`config.mk`:
```
export PLATFORM = sky130hd
export DESIGN_NAME = sorted_priority_ready_queue_core
export DESIGN_NICKNAME = d
export VERILOG_FILES = /design/src/hdl/sprq_pkg.sv /design/src/hdl/sorted_priority_ready_queue_core.sv /design/src/hdl/sprq_cell.sv
export SDC_FILE = /design/constraint.sdc
export NUM_CORES = 1
export LEC_CHECK = 0
export ABC_AREA = 1
export BUFFER_PORTS_ARGS = -buffer_cell sky130_fd_sc_hd__buf_2
export CORE_MARGIN = 5
export CORE_UTILIZATION = 60
export CTS_CLUSTER_DIAMETER = 100
export DETAILED_ROUTE_END_ITERATION = 10
export PLACE_DENSITY = 0.79
export RECOVER_POWER = 50
export SLEW_MARGIN = 20
export SYNTH_ARGS = -nofsm -noshare
export SYNTH_HDL_FRONTEND = slang
export SYNTH_SLANG_ARGS = --single-unit
```
`constraint.sdc`:
```
create_clock -name aclk -period 4.4 [get_ports aclk]
set_input_delay 0.88 -clock aclk [delete_from_list [all_inputs] [get_ports aclk]]
set_output_delay 0.88 -clock aclk [all_outputs]
set_load 0.03 [all_outputs]
```
`src/hdl/sprq_pkg.sv`:
```
`timescale 1ns / 1ps
// Package for the sorted priority ready queue: payload structs, slot and link types,
// operation codes. No dependencies.
package sprq_pkg;

    localparam int TASK_W = 8;
    localparam int PRIO_W = 8;

    // Operation codes; code three is undefined and does nothing
    typedef enum logic [1:0] {
        ACT_INSERT = 2'd0,
        ACT_POP    = 2'd1,
        ACT_REMOVE = 2'd2
    } action_t;

    // Input transaction
    typedef struct packed {
        action_t           action;
        logic [TASK_W-1:0] task_id;
        logic [PRIO_W-1:0] priority_req;
    } sprq_in_t;

    // Result transaction
    typedef struct packed {
        logic              success;
        logic [TASK_W-1:0] removed_task;
        logic              head_valid;
        logic [TASK_W-1:0] head_task;
        logic              is_full;
    } sprq_out_t;

    // Contents of one slot
    typedef struct packed {
        logic              valid;
        logic [PRIO_W-1:0] prio;
        logic [TASK_W-1:0] task_id;
    } sprq_slot_t;

    // Command broadcast to every cell
    typedef struct packed {
        logic              ins;      // insert, queue known not full
        logic              del;      // pop or remove
        logic              pop;      // match any valid slot (first one is the head)
        logic [TASK_W-1:0] task_id;
        logic [PRIO_W-1:0] prio;
    } sprq_cmd_t;

    // Link passed from a cell to the one behind it (toward the tail)
    typedef struct packed {
        sprq_slot_t        slot;     // current contents of the cell
        logic              keep;     // cell stays put on insert
        logic              found;    // a match at this cell or nearer the head
        logic [TASK_W-1:0] rem_task; // task id of the first match, else 0
    } sprq_link_t;

endpackage

```
`src/hdl/sorted_priority_ready_queue_core.sv`:
```
`timescale 1ns / 1ps
// Sorted priority ready queue: DEPTH slots, highest priority at the head, FIFO on ties.
// One transaction per cycle unless m_ready stalls; result valid the cycle after acceptance.
// All cells compare and shift in the same cycle; the match flag ripples head to tail.
// Reset (aresetn, synchronous, active low) empties the queue and drops the result register.
// Depends on sprq_pkg and sprq_cell.
module sorted_priority_ready_queue_core #(
    parameter int DEPTH = 16
) (
    input  logic               aclk,
    input  logic               aresetn,
    input  logic               s_valid,
    output logic               s_ready,
    input  sprq_pkg::sprq_in_t  s_data,
    output logic               m_valid,
    input  logic               m_ready,
    output sprq_pkg::sprq_out_t m_data
);
    import sprq_pkg::*;

    sprq_link_t        link [DEPTH+1];
    sprq_slot_t        slot_q [DEPTH];
    sprq_slot_t        slot_n [DEPTH];
    logic [DEPTH-1:0]  valid_vec;
    sprq_cmd_t         cmd;
    logic              fire;
    logic              ins_ok;
    logic              m_valid_reg;
    sprq_out_t         m_data_reg;
    sprq_out_t         result_next;

    // Result register frees the input side
    assign s_ready = !m_valid_reg || m_ready;
    assign fire    = s_valid && s_ready;

    // Decode the transaction into a cell command
    always_comb begin
        cmd         = '0;
        cmd.task_id = s_data.task_id;
        cmd.prio    = s_data.priority_req;
        unique case (s_data.action)
            ACT_INSERT: cmd.ins = fire && !valid_vec[DEPTH-1];
            ACT_POP: begin
                cmd.del = fire;
                cmd.pop = 1'b1;
            end
            ACT_REMOVE: cmd.del = fire;
            default: ;
        endcase
    end
    assign ins_ok = cmd.ins;

    // Head end of the chain
    always_comb begin
        link[0]          = '0;
        link[0].keep     = 1'b1;
    end

    // Row of cells
    for (genvar i = 0; i < DEPTH; i++) begin : g_cell
        sprq_slot_t next_in;
        if (i == DEPTH - 1) begin : g_tail
            assign next_in = '0;
        end else begin : g_body
            assign next_in = slot_q[i+1];
        end

        sprq_cell u_cell (
            .aclk      (aclk),
            .aresetn   (aresetn),
            .cmd       (cmd),
            .prev_link (link[i]),
            .next_slot (next_in),
            .link_out  (link[i+1]),
            .slot_q    (slot_q[i]),
            .slot_next (slot_n[i])
        );
        assign valid_vec[i] = slot_q[i].valid;
    end

    // Result from the post-operation state
    always_comb begin
        result_next.success      = ins_ok || (cmd.del && link[DEPTH].found);
        result_next.removed_task = cmd.del ? link[DEPTH].rem_task : '0;
        result_next.head_valid   = slot_n[0].valid;
        result_next.head_task    = slot_n[0].valid ? slot_n[0].task_id : '0;
        result_next.is_full      = slot_n[DEPTH-1].valid;
    end

    always_ff @(posedge aclk) begin
        if (!aresetn) begin
            m_valid_reg <= 1'b0;
        end else if (fire) begin
            m_valid_reg <= 1'b1;
        end else if (m_ready) begin
            m_valid_reg <= 1'b0;
        end
        if (fire) begin
            m_data_reg <= result_next;
        end
    end

    assign m_valid = m_valid_reg;
    assign m_data  = m_data_reg;

`ifndef SYNTHESIS
    // Occupied slots are packed toward the head
    a_packed: assert property (@(posedge aclk) disable iff (!aresetn)
        (valid_vec & ~{valid_vec[DEPTH-2:0], 1'b1}) == '0)
        else $error("queue slots not contiguous");

    // Head never has lower priority than the slot behind it
    a_sorted: assert property (@(posedge aclk) disable iff (!aresetn)
        valid_vec[1] |-> (slot_q[0].prio >= slot_q[1].prio))
        else $error("queue head out of order");

    // A successful insert adds exactly one entry
    a_ins_count: assert property (@(posedge aclk) disable iff (!aresetn)
        ins_ok |=> ($countones(valid_vec) == $past($countones(valid_vec)) + 1))
        else $error("insert did not add one entry");

    // A successful delete takes out exactly one entry
    a_del_count: assert property (@(posedge aclk) disable iff (!aresetn)
        (cmd.del && link[DEPTH].found)
        |=> ($countones(valid_vec) + 1 == $past($countones(valid_vec))))
        else $error("delete did not remove one entry");
`endif

endmodule

```
`src/hdl/sprq_cell.sv`:
```
`timescale 1ns / 1ps
// One queue slot of the shift-register priority queue.
// Depends on sprq_pkg.
module sprq_cell (
    input  logic                aclk,
    input  logic                aresetn,
    input  sprq_pkg::sprq_cmd_t  cmd,
    input  sprq_pkg::sprq_link_t prev_link,
    input  sprq_pkg::sprq_slot_t next_slot,
    output sprq_pkg::sprq_link_t link_out,
    output sprq_pkg::sprq_slot_t slot_q,
    output sprq_pkg::sprq_slot_t slot_next
);
    import sprq_pkg::*;

    sprq_slot_t slot_reg;
    logic       keep;
    logic       match;
    logic       found_here;

    // Local decisions: stay on insert, match on delete
    assign keep       = slot_reg.valid && (slot_reg.prio >= cmd.prio);
    assign match      = slot_reg.valid && (cmd.pop || (slot_reg.task_id == cmd.task_id));
    assign found_here = prev_link.found || match;

    // Pass state toward the tail
    always_comb begin
        link_out.slot     = slot_reg;
        link_out.keep     = keep;
        link_out.found    = found_here;
        link_out.rem_task = (match && !prev_link.found) ? slot_reg.task_id
                                                        : prev_link.rem_task;
    end

    // Next contents: stay, take the new entry, shift from head side or from tail side
    always_comb begin
        slot_next = slot_reg;
        if (cmd.ins) begin
            if (keep) begin
                slot_next = slot_reg;
            end else if (prev_link.keep) begin
                slot_next.valid   = 1'b1;
                slot_next.prio    = cmd.prio;
                slot_next.task_id = cmd.task_id;
            end else begin
                slot_next = prev_link.slot;
            end
        end else if (cmd.del && found_here) begin
            slot_next = next_slot;
        end
    end

    always_ff @(posedge aclk) begin
        if (!aresetn) begin
            slot_reg.valid <= 1'b0;
        end else begin
            slot_reg.valid <= slot_next.valid;
        end
        slot_reg.prio    <= slot_next.prio;
        slot_reg.task_id <= slot_next.task_id;
    end

    assign slot_q = slot_reg;

endmodule

```
# After elaboration in Yosys (flattened, before gate mapping)
# Index checks and enable logic that the tools add are counted.
dict set report word_totals {
  regBits 292
  in_bits 22
  output_inout_bits 21
  word_cells 338
}
dict set report classes {
  n_eq_ne 34
  n_mux 84
  order_cmp 16
  reduce_logical 150
}
# op n
set ops {}
lappend ops {{$mux 17} 63}
lappend ops {{$eq 8x8->1} 16}
lappend ops {{$ge 8x8->1} 16}
lappend ops {{$mux 8} 16}
lappend ops {{$logic_and 1x1->1} 65}
lappend ops {{$reduce_bool 2->1} 17}
lappend ops {{$logic_or 1x1->1} 33}
lappend ops {{$ne 2x2->1 const B} 16}
lappend ops {{$reduce_and 2->1} 16}
lappend ops {{$logic_not 1->1} 17}
lappend ops {{$mux 1} 5}
lappend ops {{$eq 2x1->1 const B} 1}
lappend ops {{$eq 2x2->1 const B} 1}
lappend ops {{$logic_not 2->1} 1}
lappend ops {{$reduce_or 2->1} 1}

# Depth between registers and ports, before layout
# Gate-level depths: netlist of run 1.
dict set report logic_depth {
  depth_word 22
  mapped_depth 21
  mapped_depth_nobuf 21
}

# Hierarchy
# Synthesis of run 1 repeated with hierarchy kept, for this count alone.
dict set report hier_totals {
  hier_cells 4815
  hier_area_um2 29864.9
}
# module seq_area_each_um2 cells_each instances area_per_inst_um2
set by_module_without_submodules {}
lappend by_module_without_submodules {{sprq_cell (g_cell[15].u_cell ...)} 340.3 296 10 1828.0}
lappend by_module_without_submodules {{sprq_cell (g_cell[0].u_cell ...)} 340.3 297 6 1791.7}
lappend by_module_without_submodules {sorted_priority_ready_queue_core 590.6 73 1 834.6}

# Worst setup path after synthesis of run 1
# No wires, ideal clock.
dict set report synth_path {
  kind {input-to-reg}
  startpoint {in s_data[13] (netlist name)}
  endpoint {reg g_cell[8].u_cell.slot_reg (netlist bit g_cell[8].u_cell.link_out[10]) (enable)}
  path_buffers 3
  required_ns 3.985
  arrival_ns 3.539
  path_slack_ns 0.446
  setup_time_ns 0.415
  cell_stages 12
  path_cell_list {buf_2 buf_4 nand2_1 nand4_1 nor2_1 nand2_1 a21oi_2 nor3_4 nand4_2 nor2_4 buf_2 o21ai_0}
}
dict set report synth_via {
  elab_chain_cells 14
  word_cells_on_any_way 38
  classes_between {9 x eq/ne; 29 x reduce/logical}
}
# item line
set synth_lines {}
lappend synth_lines {{start: declaration} sorted_priority_ready_queue_core.sv:14} ;# input sprq_pkg::sprq_in_t s_data,
lappend synth_lines {{$eq 8x8->1} sprq_cell.sv:23} ;# assign match = slot_reg.valid && (cmd.pop || (slot_reg.task_id == cmd.task_id));
lappend synth_lines {{$logic_or 1x1->1} sprq_cell.sv:23}
lappend synth_lines {{$logic_and 1x1->1} sprq_cell.sv:23}
lappend synth_lines {{$logic_or 1x1->1 (7 in series)} sprq_cell.sv:24} ;# assign found_here = prev_link.found || match;
lappend synth_lines {{$logic_or 1x1->1 (*)} sprq_cell.sv:24}
lappend synth_lines {{$logic_and 1x1->1 (*)} sprq_cell.sv:48} ;# end else if (cmd.del && found_here) begin
lappend synth_lines {{$reduce_bool 2->1 (no source line) (*)} --}
lappend synth_lines {{$reduce_and 2->1 (no source line) (*)} --}
lappend synth_lines {{end: declaration} sprq_cell.sv:16} ;# sprq_slot_t slot_reg;
# Every way passes the cells marked *; elsewhere a longest branch is shown, timed or not.
# A chain may end at the register's enable or synchronous reset.

==> results of run 1 <==
-- area by class of cell --
type                    count  area share
inverters                 334     0.05806
clock inverters             8    0.004328
repair buffers            128     0.03688
diodes                      1   0.0001154
well taps                 442     0.02551
clock buffers              58     0.04819
multi-input cells        1709      0.4340
flip-flops and latches    292      0.3929
-- critical path: stages --
cell,delay [ns]
buf_2,0.29
inv_1,0.36
ha_1,0.39
a21boi_0,0.13
o21a_1,0.18
o21a_1,0.17
o211ai_1,0.15
nand2_1,0.08
a21oi_1,0.14
nor2_1,0.06
o21ai_0,0.31
clkbuf_1,0.54
a21oi_1,0.13
o21ai_0,0.12
o21ai_0,0.13
-- power by group through the flow --
stage | clock, W | combinational, W | sequential, W
2_1_floorplan | 0 | 0.000817 | 0.00344
3_3_place_gp | 0 | 0.00117 | 0.00344
3_5_place_dp | 0 | 0.00121 | 0.00345
4_1_cts | 0.00294 | 0.00122 | 0.00339
5_1_grt | 0.00305 | 0.00136 | 0.00341
6_report | 0.00290 | 0.00122 | 0.00340
-- metrics by stage --
| step | hold slack [ns] | setup WS, ns |
|---|---|---|
| 6_report | 0.4944 | 0.5804 |
| 5_1_grt | 0.5187 | 0.3043 |
| 4_1_cts | 0.5000 | 0.9376 |
| 3_5_place_dp | 0.4921 | 0.3883 |
| 3_3_place_gp | 0.4816 | 0.5032 |
| 2_1_floorplan | 0.4686 | 0.4460 |
-- cell families after synthesis --
kind of cell	count (synthesis)	share of synthesized area
AO/OA/AOI/OAI	908	0.2412
AND/OR/NAND/NOR	634	0.1374
buffers and inverters	487	0.09497
flip-flops	292	0.4296
adder cells (fa/ha/maj)	122	0.07699
XOR/XNOR	45	0.01988
-- routing by layer --
| layer | routed length [µm] | share of wire | track usage |
|---|---|---|---|
| met5 | 0 | 0 | 0 |
| met1 | 22790 | 0.41 | 0.3994 |
| met4 | 1645 | 0.030 | 0.09282 |
| met3 | 4566 | 0.083 | 0.03399 |
| met2 | 26070 | 0.47 | 0.4864 |
-- final timing paths --
kind / to / slack [ns] / from
max reg2reg: g_cell[10].u_cell.link_out[18] / 1.01 / g_cell[0].u_cell.link_out[11]
max: g_cell[11].u_cell.link_out[10] / 0.58 / s_data[1]
min: g_cell[15].u_cell.link_out[26] / 0.49 / g_cell[15].u_cell.link_out[26]
min reg2reg: g_cell[15].u_cell.link_out[26] / 0.49 / g_cell[15].u_cell.link_out[26]
-- synth_stat cells, types with 7 or more instances --
| cell type | n |
|---|---|
| nand2_1 | 365 |
| nand4_1 | 50 |
| edfxtp_1 | 267 |
| inv_1 | 326 |
| dfxtp_1 | 25 |
| o21a_1 | 22 |
| xor2_1 | 7 |
| o22ai_1 | 14 |
| nor2_1 | 115 |
| clkbuf_1 | 126 |
| buf_2 | 11 |
| o211ai_1 | 16 |
| buf_1 | 7 |
| nor3_1 | 13 |
| o21ai_0 | 516 |
| nand3_1 | 81 |
| xnor2_1 | 38 |
| a21oi_1 | 289 |
| a21boi_0 | 17 |
| o21bai_1 | 7 |
| buf_4 | 7 |
| ha_1 | 122 |
==> results.json, run 1 <==
{
  "crit_type": "in2reg",
  "cts_root_buffer": "clkbuf_16",
  "final.period_utilization": 0.8681,
  "htree_num_levels": 2,
  "cts_sinks": 292,
  "fin_crit_ns": 3.820,
  "pwr-share-clk": 0.385,
  "ys.flop_type": "edfxtp_1",
  "synth_area_leaders": "edfxtp_1, o21ai_0, ha_1, a21oi_1, nand2_1",
  "avgViaCountPerCell": 6.066,
  "cts_buffer_depth": 3,
  "skew_ns": 0.01854,
  "synth_edf_count": 267,
  "io_pins": 43,
  "drt-total-wl_mm": 55.08,
  "layout.cells.non_filler": 2972,
  "p_leak_nw": 9.029,
  "postLayoutCellArea_um2": 21680,
  "hold_depth": 2,
  "drive_above_1_share": 0.06168,
  "clk_latency_ns": 0.53,
  "synth_area_leader_cell": "edfxtp_1",
  "cts.clk_slew.worst_paths_ns": 0.05,
  "cts_tree": "yes",
  "dpl.hpwl_mm": 40.28,
  "finalSetupTns_ns": 0,
  "final_common_cell": "o21ai_0",
  "largest_reg_flops": 272,
  "yosys_warnings": 0,
  "holdCritPathClass": "reg2reg",
  "grt_pass1_wl_mm": 87.22,
  "cts_hold_buffers": 0,
  "multi_input_area_um2": 9410,
  "mostFrequentLayoutCells": "o21ai_0, nand2_1, inv_1",
  "syn-cell-area_um2": 19830,
  "grt_max_degree": 116,
  "dieArea_um2": 36780,
  "die_w_um": 191.8,
  "pwr-share-seq": 0.452,
  "nFillCells": 2762,
  "ys_ff_latch": 292,
  "relSlewSlack": 0.1272,
  "worstPathRequired_ns": 4.65,
  "antenna_found_initial": 1,
  "die_h_um": 191.8,
  "p_sw_frac": 0.2822,
  "grt-ovfl-total": 0,
  "first_pass_iters": 6,
  "cp.arrival_ns": 4.07,
  "cp-end-kind": "flop",
  "syn_nets": 2632,
  "ff_latch_area_um2": 8518,
  "initial_core_util": 0.6079,
  "grt_pass1_vias": 17080,
  "cts_buffers": 36,
  "core.rowCount": 66,
  "outcome": "complete, no violations",
  "placedInstanceArea_um2": 20660,
  "routabilityCongestion": 1.013,
  "via_count": 18027,
  "place_inst": 2905,
  "grtUsageTotal": 0.2912,
  "internal_power_w": 0.005397,
  "hold_viol": 0,
  "drv_slew": 0,
  "cts_resized": 0,
  "portBuffers": 42,
  "route.detailed.drc": 0,
  "finalSetupViolations": 0,
  "p_comb_frac": 0.163,
  "avgSynthCellArea_um2": 7.969,
  "wl_per_cell_um": 18.53,
  "utilization": 0.6647,
  "ant_nets": 0,
  "crit_fanout": 16,
  "tightest_slew_ns": 1.309,
  "synth_top_area_frac": 0.4044,
  "coreArea_um2": 32620,
  "ys_types": 44,
  "max_freq_mhz": 261.8,
  "vdd_drop_max_mv": 0.3158,
  "maxCapViolCount": 0,
  "rsz0062_at_grt": "false",
  "ys_async_sr_fraction": 0,
  "seq_area_frac_synth": 0.4296,
  "area_growth_pct": 9.346,
  "post_cts_buffers": 0,
  "p_switching_w": 0.002122,
  "drtIter0Drc": 2126,
  "power_w": 0.007520,
  "critPathLaunchType": "primary input",
  "cellPowerDensity_nw_per_um2": 346.8,
  "final_nets": 2645,
  "syn_inst": 2488,
  "r2r_cells": 18
}
Note: power is estimated with default switching activity, not from simulation.
==> inputs of run 2 (changes only) <==
Settings changed: ABC_AREA 1 to unset, RECOVER_POWER 50 to unset, SYNTH_HIERARCHICAL set to 1.
==> run 2 against run 1 <==
Effect of this change: the run now ends with setup timing left; non-clock buffer count grew 218; hold slack better by 0.043 ns; cell area grew 32%; synthesized cell count increased by 13%; core utilization is 0.19 points higher; routed wire length rose by 37%; fmax decreased by 38%; count of clock-buffer cells in the layout shrank 3; area after synthesis up 31%; highest routed layer unchanged.
==> results.json, run 2 <==
{
  "maxCapViolCount": 0,
  "mostFrequentLayoutCells": "nor2_1, dfxtp_1, buf_4",
  "multi_input_area_um2": 16970,
  "grt_pass1_vias": 22556,
  "drive_above_1_share": 0.3205,
  "largest_reg_flops": 272,
  "syn_inst": 2805,
  "die_h_um": 218.1,
  "first_pass_iters": 6,
  "nFillCells": 3244,
  "finalSetupViolations": 108,
  "crit_family": "multiplexers",
  "setup_ws_ns": -1.742,
  "syn-cell-area_um2": 25990,
  "critPathLaunchType": "primary input",
  "fin_crit_ns": 6.142,
  "coreArea_um2": 42980,
  "dpl.hpwl_mm": 53.79,
  "cts_sinks": 292,
  "routabilityCongestion": 0.9450,
  "dieArea_um2": 47580,
  "clk_latency_ns": 0.57,
  "max_freq_mhz": 162.8,
  "met2_length_mm": 36.46,
  "holdCritPathClass": "reg2reg",
  "cellPowerDensity_nw_per_um2": 510.0,
  "finalSetupTns_ns": -72.54,
  "wl_per_cell_um": 21.79,
  "grt_max_degree": 81,
  "crit_path_frequent_cell": "mux2_4",
  "ff_latch_area_um2": 6037,
  "grt-ovfl-total": 0,
  "final_nets": 3009,
  "crit_fanout": 8,
  "cts_tree": "yes",
  "p_leak_nw": 11.64,
  "cpPeakStageDelay_ns": 0.30,
  "wl_met3_mm": 4.994,
  "avgViaCountPerCell": 6.445,
  "drtIter0Drc": 2271,
  "die_w_um": 218.1,
  "core.rowCount": 76,
  "violations": "setup timing",
  "power_w": 0.01461,
  "hold_viol": 0,
  "route.detailed.drc": 0,
  "portBuffers": 42,
  "timing.critical_path.buf_inv": 3,
  "topRoutingLayerUsed": "met4",
  "hold_slack_ns": 0.5371,
  "slowest_stage": "mux2_4",
  "cp_cell_sequence": "buf_6, xnor2_2, and4_4, a21oi_4, o21bai_4, buf_6, nor3_4, buf_12, mux2_4, mux2_2, mux2_4, mux2_2, mux2_4, mux2_4, mux2_2, mux2_4, mux2_4, mux2_4, mux2_4, mux2_2, mux2_2, mux2_2, mux2_2, nor3b_1",
  "worstPathRequired_ns": 4.69,
  "rsz0062_at_grt": "true",
  "crit_type": "in2reg",
  "cp-end-kind": "flop",
  "grt_pass1_wl_mm": 119.0,
  "area_growth_pct": 10.22,
  "relSlewSlack": 0.3235,
  "antenna_found_initial": 0,
  "vdd_drop_max_mv": 0.3692,
  "skew_ns": 0.02418,
  "cts_root_buffer": "clkbuf_16",
  "tightest_slew_ns": 1.015,
  "drt-total-wl_mm": 75.59,
  "avgSynthCellArea_um2": 9.266,
  "drv_slew": 0,
  "cp.arrival_ns": 6.43,
  "ant_nets": 0,
  "initial_core_util": 0.6047,
  "wl_met1_mm": 30.23,
  "cts_buffer_depth": 3,
  "outcome": "complete, but fails checks",
  "cts_buffers": 35,
  "place_inst": 3376,
  "yosys_warnings": 6,
  "final_common_cell": "nor2_1",
  "layout.cells.non_filler": 3468,
  "htree_num_levels": 2,
  "final.period_utilization": 1.396,
  "via_count": 22352,
  "grtUsageTotal": 0.3013,
  "diodes": 0,
  "io_pins": 43,
  "cts.clk_slew.worst_paths_ns": 0.06
}
## run 2: cell type report
class | count | area share
multi-input cells | 1971 | 0.5925
inverters | 211 | 0.02808
flip-flops and latches | 292 | 0.2107
clock inverters | 8 | 0.002096
well taps | 585 | 0.02555
repair buffers | 346 | 0.1014
clock buffers | 55 | 0.03966
## run 2: report_power, final
part,total [W],internal [W],switching [W]
clock network,0.00303,0.00178,0.00125
logic,0.00652,0.00343,0.00310
registers,0.00506,0.00365,0.00140
total,0.0146,0.00886,0.00575
## run 2: timing repair
action / CTS / global route
hold buffers: 0 / 0
endpoints found under the setup margin: 111 / 110
setup buffers: 21 / 8
pin swaps: 18 / 19
resized for setup: 106 / 49
## run 2: worst register-to-register path, cell delays in order (launching register included)
cell and delay (ns):
dfxtp_1 0.47, xnor2_2 0.19, and4_4 0.24, a21oi_4 0.19
o21bai_4 0.11, buf_6 0.13, nor3_4 0.21, buf_12 0.16
mux2_4 0.30, mux2_2 0.26, mux2_4 0.27, mux2_2 0.26
mux2_4 0.27, mux2_4 0.28, mux2_2 0.27, mux2_4 0.28
mux2_4 0.28, mux2_4 0.28, mux2_4 0.28, mux2_2 0.26
mux2_2 0.26, mux2_2 0.26, mux2_2 0.26, nor3b_1 0.14
## run 2: per-stage QoR
step | util | instance area, µm² | setup slack [ns]
after detailed placement | 0.6168 | 26510 | -2.219
after CTS | 0.6597 | 28350 | -1.527
after global placement | 0.6168 | 26510 | -2.105
final | 0.6665 | 28650 | -1.742
after floorplan | - | 26270 | -2.726
after global routing | 0.6665 | 28650 | -1.820
## run 2: path summary, 6_finish.rpt
check                                      from  slack (ns)                             to  cells after the start
hold / removal    g_cell[0].u_cell/link_out[25]        0.54  g_cell[0].u_cell/link_out[25]                      1
hold reg to reg   g_cell[0].u_cell/link_out[25]        0.54  g_cell[0].u_cell/link_out[25]                      1
setup / recovery                     s_data[12]       -1.74                     m_data[10]                     24
setup reg to reg  g_cell[0].u_cell/link_out[14]       -1.74                     m_data[10]                     23
## run 2: routing by layer
metal  vias to the layer above  global-route usage
met5                         -                   0
met1                     10888              0.3711
met4                         0              0.1516
met2                      1001              0.5169
li1                      10172                   -
met3                       291             0.04073
